==> src/rtl/slrc_pkg.sv <==
// shared types, widths and codes of the sorted line read coalescer
package slrc_pkg;

    localparam int LINE_W = 32;
    localparam int BYTE_W = 48;
    localparam int REQ_W  = 5;
    localparam int KIND_W = 2;
    localparam int DEF_MAX_REQUESTS = 32;

    localparam logic [KIND_W-1:0] KIND_LINE  = 2'd0;
    localparam logic [KIND_W-1:0] KIND_READ  = 2'd1;
    localparam logic [KIND_W-1:0] KIND_EMPTY = 2'd2;

    localparam logic [1:0] REG_TOTAL_LINES = 2'd0;
    localparam logic [1:0] REG_MAX_GAP     = 2'd1;
    localparam logic [1:0] REG_MAX_READ    = 2'd2;

    localparam logic [LINE_W-1:0] RST_TOTAL_LINES = 32'd0;
    localparam logic [BYTE_W-1:0] RST_MAX_GAP     = 48'd4096;
    localparam logic [BYTE_W-1:0] RST_MAX_READ    = 48'd1048576;

    typedef struct packed {
        logic [LINE_W-1:0] line;
        logic [BYTE_W-1:0] first;
        logic [BYTE_W-1:0] last;
        logic              known;
        logic [REQ_W-1:0]  req;
    } t_ent;

    typedef struct packed {
        logic ins;
        logic pop;
        logic clr;
    } t_cell_ctl;

endpackage

==> src/rtl/slrc_cell.sv <==
// one cell of the sorted request chain: stable insert and shift toward the head
module slrc_cell (
    input  logic               i_clk,
    input  logic               i_rst_n,
    input  slrc_pkg::t_cell_ctl i_ctl,
    input  slrc_pkg::t_ent     i_new,
    input  logic               i_prev_valid,
    input  slrc_pkg::t_ent     i_prev_ent,
    input  logic               i_prev_bigger,
    input  logic               i_next_valid,
    input  slrc_pkg::t_ent     i_next_ent,
    output logic               o_valid,
    output slrc_pkg::t_ent     o_ent,
    output logic               o_bigger
);

    logic           r_valid;
    slrc_pkg::t_ent r_ent;

    assign o_bigger = !r_valid || (r_ent.line > i_new.line);
    assign o_valid  = r_valid;
    assign o_ent    = r_ent;

    always_ff @(posedge i_clk) begin
        if (!i_rst_n) begin
            r_valid <= 1'b0;
        end else if (i_ctl.clr) begin
            r_valid <= 1'b0;
        end else if (i_ctl.pop) begin
            r_valid <= i_next_valid;
        end else if (i_ctl.ins) begin
            if (i_prev_bigger) begin
                r_valid <= i_prev_valid;
            end else if (o_bigger) begin
                r_valid <= 1'b1;
            end
        end
    end

    always_ff @(posedge i_clk) begin
        if (i_ctl.pop) begin
            r_ent <= i_next_ent;
        end else if (i_ctl.ins) begin
            if (i_prev_bigger) begin
                r_ent <= i_prev_ent;
            end else if (o_bigger) begin
                r_ent <= i_new;
            end
        end
    end

endmodule

==> config.mk <==
export PLATFORM = sky130hd
export DESIGN_NAME = slrc_cell
export DESIGN_NICKNAME = d
export VERILOG_FILES = /design/src/rtl/slrc_pkg.sv /design/src/rtl/slrc_cell.sv
export SDC_FILE = /design/constraint.sdc
export NUM_CORES = 1
export LEC_CHECK = 0
export BUFFER_PORTS_ARGS = -buffer_cell sky130_fd_sc_hd__clkbuf_2
export CORE_AREA = 2 2 212 214
export DETAILED_ROUTE_END_ITERATION = 10
export DIE_AREA = 0 0 214 216
export GPL_TIMING_DRIVEN = 0
export PLACE_DENSITY = 0.51
export SLEW_MARGIN = 10
export SYNTH_ARGS = -nofsm -noshare
export SYNTH_HDL_FRONTEND = slang
export SYNTH_SLANG_ARGS = --single-unit
==> constraint.sdc <==
create_clock -name i_clk -period 10.1 [get_ports i_clk]
set_input_delay 0.505 -clock i_clk [delete_from_list [all_inputs] [get_ports i_clk]]
set_output_delay 0.505 -clock i_clk [all_outputs]
set_load 0.03 [all_outputs]
==> results of run 1 <==
per-stage QoR:
step / hold slack (ps) / TNS, ps
6_report: 222 / 0
5_1_grt: 191 / 0
4_1_cts: 176 / 0
3_5_place_dp: 675 / 0
3_3_place_gp: 679 / -566940
2_1_floorplan: 581 / 0
path summary, 6_finish.rpt:
kind                             endpoint  slack [ps]  cells after the start
worst max-delay path            o_ent[56]        6880                      9
worst min-delay path              o_valid         220                      2
worst max register to register  o_ent[56]        6880                      9
worst min register to register    o_valid         850                      4
cell type report:
| cell class | count | area [um2] |
|---|---|---|
| sequential | 135 | 4040 |
| buffer | 45 | 199 |
| clock buffer | 21 | 440 |
| antenna | 2 | 5.00 |
| timing repair buffer | 549 | 2880 |
| fill | 4727 | 32000 |
| tap | 592 | 741 |
| inverter | 34 | 128 |
| clock inverter | 10 | 106 |
| multi-input combinational | 490 | 3310 |
layout by cell type, fill, tap and decap left out, types with 2 or more instances in the layout:
master and instances:
clkbuf_2 543, nand2_1 140, o21ai_0 136, mux2i_1 134, edfxtp_1 134, inv_1 34, clkbuf_1 33, ha_1 32
clkbuf_16 17, buf_2 12, a21oi_1 10, a21o_1 5, buf_16 5, nand3_1 4, nand4_1 4, buf_4 4
clkinv_2 4, nor2_1 3, clkinvlp_4 3, diode_2 2, nand4_2 2, nor2b_1 2, bufinv_16 2
cells in the mapped netlist, types with 2 or more instances:
master,number,share of area (%)
a21o_1,5,0.49
a21oi_1,10,0.65
buf_2,12,0.78
buf_4,4,0.39
clkbuf_1,29,1.4
edfxtp_1,134,52
ha_1,32,5.2
inv_1,34,1.7
mux2i_1,134,17
nand2_1,140,6.9
nand3_1,4,0.26
nand4_1,4,0.33
nand4_2,2,0.33
nor2_1,3,0.15
nor2b_1,2,0.16
o21ai_0,136,8.9
report_power, final:
part / switching, mW / internal, mW / total [mW]
combinational: 0.289 / 0.162 / 0.451
sequential: 0.0227 / 0.687 / 0.709
clock: 0.251 / 0.359 / 0.610
cell families after synthesis:
kind of cell / after synthesis
mux: 134
simple gates: 161
flops: 135
buf+inv: 79
compound gates: 163
fa+ha+maj: 32
flip-flops by register name, indices dropped and copies added, names as in the netlist:
register	flops
o_ent	134
o_valid	1
critical path, stage by stage (launching register included):
cell and delay [ps]:
edfxtp_1 390, ha_1 330, nand4_1 230, nor4_2 380, a21boi_1 230, o32ai_2 150
a31oi_4 520, buf_16 250, buf_12 200, buf_16 200
per-layer routing:
metal	up-vias	track usage, %
met3	42	4.62
met5	-	0
met2	369	26.8
met4	2	5.85
met1	3464	16.9
li1	3705	-
==> metrics.csv, run 1 <==
stage,metric,value,unit
place,DP Area,11300,um2
global_routing,GRT Total Usage,15.1,%
timing,Pins Over Slew Limit,0,
final_layout,fin cells,1878,
floorplan,Chip Width,214,um
timing,Relative slew margins,28.0,%
power_and_ir_drop,PD cells,149,nW/um2
final_layout,post-route cell area,11900,um2
power_and_ir_drop,peak supply drop,0.0862,mV
detailed_routing,met3 wire length,2550,um
synth,number of flops mapped to enable cells by yosys,134,
critical_path,worst-path fanout max,24,
floorplan,I/O pin total,546,
detailed_routing,iteration-0 DRC count of the detailed router,281,
synth,Synth cell types,35,
synth,Gate Count Post-Synth,704,
synth,Synth Area in Compound Gates,11.4,%
place,Place WS,6530,ps
synth,post-synthesis sequential area ratio,52.7,%
timing,worst slew pin tran,1080,ps
clock_tree,root buf cell,clkbuf_16,
detailed_routing,per-cell routed wire length,18.9,um
timing,final hold vios,0,
clock_tree,worst skew pair latency,440,ps
synth,mux contribution to synthesized area,17.5,%
final_layout,proportion of layout cells with a drive suffix above 1,46.6,%
synth,#FFs+latches synth,135,
detailed_routing,drt first pass iters,6,
synth,synth warn,0,
floorplan,Die H,216,um
synth,synthesized cell area,7670,um2
global_routing,first-pass GRT wire length,50700,um
power_and_ir_drop,P_leak,5.94,nW
synth,largest family of logic cells by synthesized area,multiplexers,
run,max-cap check violation count,0,
outcome,outcome,"complete, no violations",
critical_path,Worst EP arrival,3350,ps
place,Post-DP HPWL,29700,um
synth,simple-gate portion of the synthesized area,8.88,%
power_and_ir_drop,overall power,1.77,mW
global_routing,largest net degree at the start of global routing,25,
critical_path,Critical Path RT,10240,ps
critical_path,Worst Setup End Kind,flop,
floorplan,Core Box Area,43800,um2
synth,XOR/XNOR Fraction of Synth Area,0,%
global_routing,"Remaining Overflow, GRT",0,
place,IO Port Bufs,543,
timing,period utilisation layout,31.8,%
critical_path,r2r startpoint,o_ent[129],
floorplan,die area,46200,um2
clock_tree,Post-CTS Setup Inserts,0,
worst_hold_path,hold wc startpoint,i_ctl[0],
synth,Synthesized Nets,1146,
synth,predominant post-synthesis flop cell,edfxtp_1,
final_layout,Final nets,1714,
place,Post-Place Cells,1845,
final_layout,Final Util,27.0,%
critical_path,Setup Crit Path Kind,flop to flop,
timing,Final setup viols,0,
timing,Fmax,311,MHz
detailed_routing,uppermost layer routed,met5,
detailed_routing,met2 WL post-DR,17900,um
final_layout,P&R area growth vs syn,54.5,%
place,GPL Wtd Cong,0.971,
clock_tree,TritonCTS clock tree,yes,
timing,Final Worst Setup Slack,6880,ps
global_routing,initial antenna violation count,4,
detailed_routing,M1 WL,14000,um
detailed_routing,vias per cell,4.04,
clock_tree,PostCTS Resize Cnt,0,
detailed_routing,Post-route DRC,0,
critical_path,critical path startpoint,o_ent[129],
timing,Worst Skew,9.23,ps
clock_tree,Num Clock Sinks,135,
timing,RSZ-0062 raised after global routing,no,
floorplan,Initial Util,17.5,%
clock_tree,Worst-path clk slew,60,ps
detailed_routing,routed via count,7582,
worst_hold_path,Hold/Removal Path Class,input port to flop,
clock_tree,total CTS buffers,17,
clock_tree,Clock Path Buffers,2,
global_routing,vias in the first global route,8045,
timing,fin crit period,3220,ps
synth,Synth Area per Inst,10.9,um2
clock_tree,Clock H-tree levels,4,
critical_path,critical path launch point type,flop,
synth,Synth Area in Adders,5.22,%
floorplan,# rows,77,
detailed_routing,DRT antenna net count,0,
synth,"FFs w/ async S/R, synth",0,%
detailed_routing,total wire length,35400,um
clock_tree,hold_buf cts,0,
(Power assumes the default switching activity.)
==> run 2: changes to the inputs <==
==> constraint.sdc (replaced) <==
create_clock -name i_clk -period 2.8 [get_ports i_clk]
set_input_delay 0.14 -clock i_clk [delete_from_list [all_inputs] [get_ports i_clk]]
set_output_delay 0.14 -clock i_clk [all_outputs]
set_load 0.03 [all_outputs]
==> metrics.csv, run 2 (synthesized netlist as in run 1, its figures left out) <==
stage,metric,value,unit
floorplan,I/O pin total,546,
critical_path,Reg2Reg Depth,11,
detailed_routing,drt first pass iters,4,
power_and_ir_drop,internal power,4.79,mW
clock_tree,Clock H-tree levels,4,
global_routing,first-pass GRT wire length,56100,um
global_routing,vias in the first global route,9003,
critical_path,Setup Crit Path Kind,flop to flop,
final_layout,"most common cell after layout, fill and taps aside",clkbuf_2,
clock_tree,root buf cell,clkbuf_16,
clock_tree,Clock Path Buffers,2,
timing,Final Worst Setup Slack,-15.4,ps
global_routing,busiest grt layer,met2,
detailed_routing,vias per cell,4.16,
detailed_routing,Post-route DRC,0,
timing,Worst Skew,9.46,ps
floorplan,Initial Util,17.5,%
clock_tree,Worst-path clk slew,60,ps
critical_path,FF-to-FF setup slack,-20,ps
final_layout,Final nets,1893,
final_layout,P&R area growth vs syn,81.7,%
floorplan,Die H,216,um
floorplan,# rows,77,
power_and_ir_drop,Clock power frac,35.0,%
timing,fin crit period,2820,ps
place,Post-DP HPWL,31400,um
timing,Final setup viols,6,
critical_path,r2r startpoint,o_ent[129],
run,max-cap check violation count,0,
detailed_routing,DRT antenna net count,0,
global_routing,met2 usage,30.0,%
detailed_routing,iteration-0 DRC count of the detailed router,352,
floorplan,die area,46200,um2
detailed_routing,total wire length,39700,um
clock_tree,total CTS buffers,17,
place,Post-Place Cells,1846,
power_and_ir_drop,peak supply drop,0.317,mV
global_routing,"Remaining Overflow, GRT",0,
power_and_ir_drop,overall power,6.99,mW
timing,Fmax,355,MHz
outcome,failing checks,setup timing,
power_and_ir_drop,switching pwr,2.20,mW
global_routing,largest net degree at the start of global routing,21,
timing,worst slew pin tran,970,ps
critical_path,Critical Path RT,3000,ps
floorplan,Core Box Area,43800,um2
detailed_routing,per-cell routed wire length,19.3,um
clock_tree,worst skew pair latency,480,ps
power_and_ir_drop,Sw Share,31.5,%
power_and_ir_drop,combinational share of power,28.2,%
timing,Pins Over Slew Limit,0,
detailed_routing,routed via count,8565,
global_routing,met1 Use GR,18.1,%
global_routing,initial antenna violation count,4,
place,GPL Wtd Cong,0.974,
timing,Relative slew margins,35.3,%
critical_path,Worst EP arrival,3010,ps
timing,final hold vios,0,
final_layout,proportion of layout cells with a drive suffix above 1,44.0,%
critical_path,critical path startpoint,o_ent[129],
floorplan,Chip Width,214,um
timing,period utilisation layout,101,%
timing,setup tns final,-86.1,ps
clock_tree,TritonCTS clock tree,yes,
critical_path,Critical R2R Capture,o_ent[44],
clock_tree,Num Clock Sinks,135,
global_routing,GRT Total Usage,16.9,%
final_layout,fin cells,2058,
critical_path,critical path launch point type,flop,
global_routing,met3 Use GR,5.09,%
power_and_ir_drop,P_leak,6.80,nW
critical_path,Worst Setup End Kind,flop,
critical_path,crit path to,o_ent[44],
final_layout,max FFs per register,134,
worst_hold_path,Hold/Removal Path Class,input port to flop,
final_layout,# fillers,4560,
power_and_ir_drop,Seq pwr share,36.8,%
power_and_ir_drop,PD cells,502,nW/um2
critical_path,worst-path fanout max,6,
final_layout,most frequent cells in the layout,"clkbuf_2 (543), dlygate4sd3_1 (149), nand2_1 (140)",
timing,RSZ-0062 raised after global routing,yes,
worst_hold_path,hold wc startpoint,i_prev_ent[23],
outcome,outcome,"complete, but fails checks",
place,IO Port Bufs,543,
==> run 2: cell count changes in the layout (fill, tap and decap cells not counted), moves of 2 or more <==
cell | previous run | this run
nand4_2 | 2 | 0
clkinv_4 | 0 | 3
buf_4 | 4 | 25
clkinv_2 | 4 | 1
ha_4 | 0 | 9
ha_1 | 32 | 23
buf_16 | 5 | 7
dlygate4sd3_1 | 0 | 149
nand4_4 | 0 | 2
buf_6 | 0 | 3
bufinv_16 | 2 | 4
buf_12 | 1 | 4
==> run 2: final cells by class <==
cell class / count / area (um2) / area share [%]
Clock buffer: 20 / 437 / 3.13
Timing Repair Buffer: 728 / 4700 / 33.7
Antenna cell: 3 / 7.51 / 0.0539
Buffer: 45 / 199 / 1.43
Multi-Input combinational cell: 490 / 3500 / 25.2
Inverter: 34 / 128 / 0.916
Tap cell: 592 / 741 / 5.32
Sequential cell: 135 / 4040 / 29.0
Clock inverter: 11 / 175 / 1.26
==> run 2: timing repair <==
| action | in CTS | in global routing |
|---|---|---|
| gates cloned | 4 | 1 |
| setup endpoints to repair | 131 | 68 |
| setup buffers | 17 | 11 |
| pin swaps | 9 | 11 |
| resized for setup | 16 | 11 |
| hold buffers | 149 | 0 |
| hold endpoints to repair | 125 | 0 |
==> run 2: worst min-delay path by stage <==
stage	depth (start not counted)	end	slack [ps]
after CTS	3	o_ent[50]	0.1
after detailed placement	2	o_valid	350
after global placement	2	o_valid	350
final	3	o_ent[23]	40
after global routing	3	o_ent[14]	30
after floorplan	1	o_valid	220
==> run 2: power by group through the flow <==
stage / registers (mW) / clock network (mW) / logic [mW]
2_1_floorplan: 3.01 / 0 / 0.470
3_3_place_gp: 2.63 / 0 / 1.63
3_5_place_dp: 2.61 / 0 / 1.68
4_1_cts: 2.57 / 2.53 / 1.95
5_1_grt: 2.59 / 2.60 / 2.11
6_report: 2.57 / 2.45 / 1.97
==> run 2: per-layer routing <==
layer  vias to the layer above  routed length [um]
met5                         -                   0
met1                      3989               15000
met4                         0                1740
met2                       436               20100
li1                       4068                   -
met3                        72                2830
==> run 2: through the flow <==
stage / worst slack, ps / hold slack [ps] / utilization [%] / cell area (um2)
4_1_cts: 8.72 / 0.117 / 31.5 / 13800
3_3_place_gp: -3150 / 353 / 25.5 / 11200
5_1_grt: -110 / 29.5 / 31.8 / 13900
6_report: -15.4 / 38.1 / 31.8 / 13900
2_1_floorplan: -1640 / 216 / - / 7730
3_5_place_dp: -596 / 346 / 25.9 / 11400
==> run 2: worst max-delay path, cell delays in order (launching register included) <==
cell,delay (ps)
edfxtp_1,440
ha_4,300
nand4_1,110
buf_6,150
nor4_4,350
a21boi_4,260
o32ai_4,120
a31oi_4,220
buf_6,170
buf_16,130
buf_12,120
clkbuf_16,140
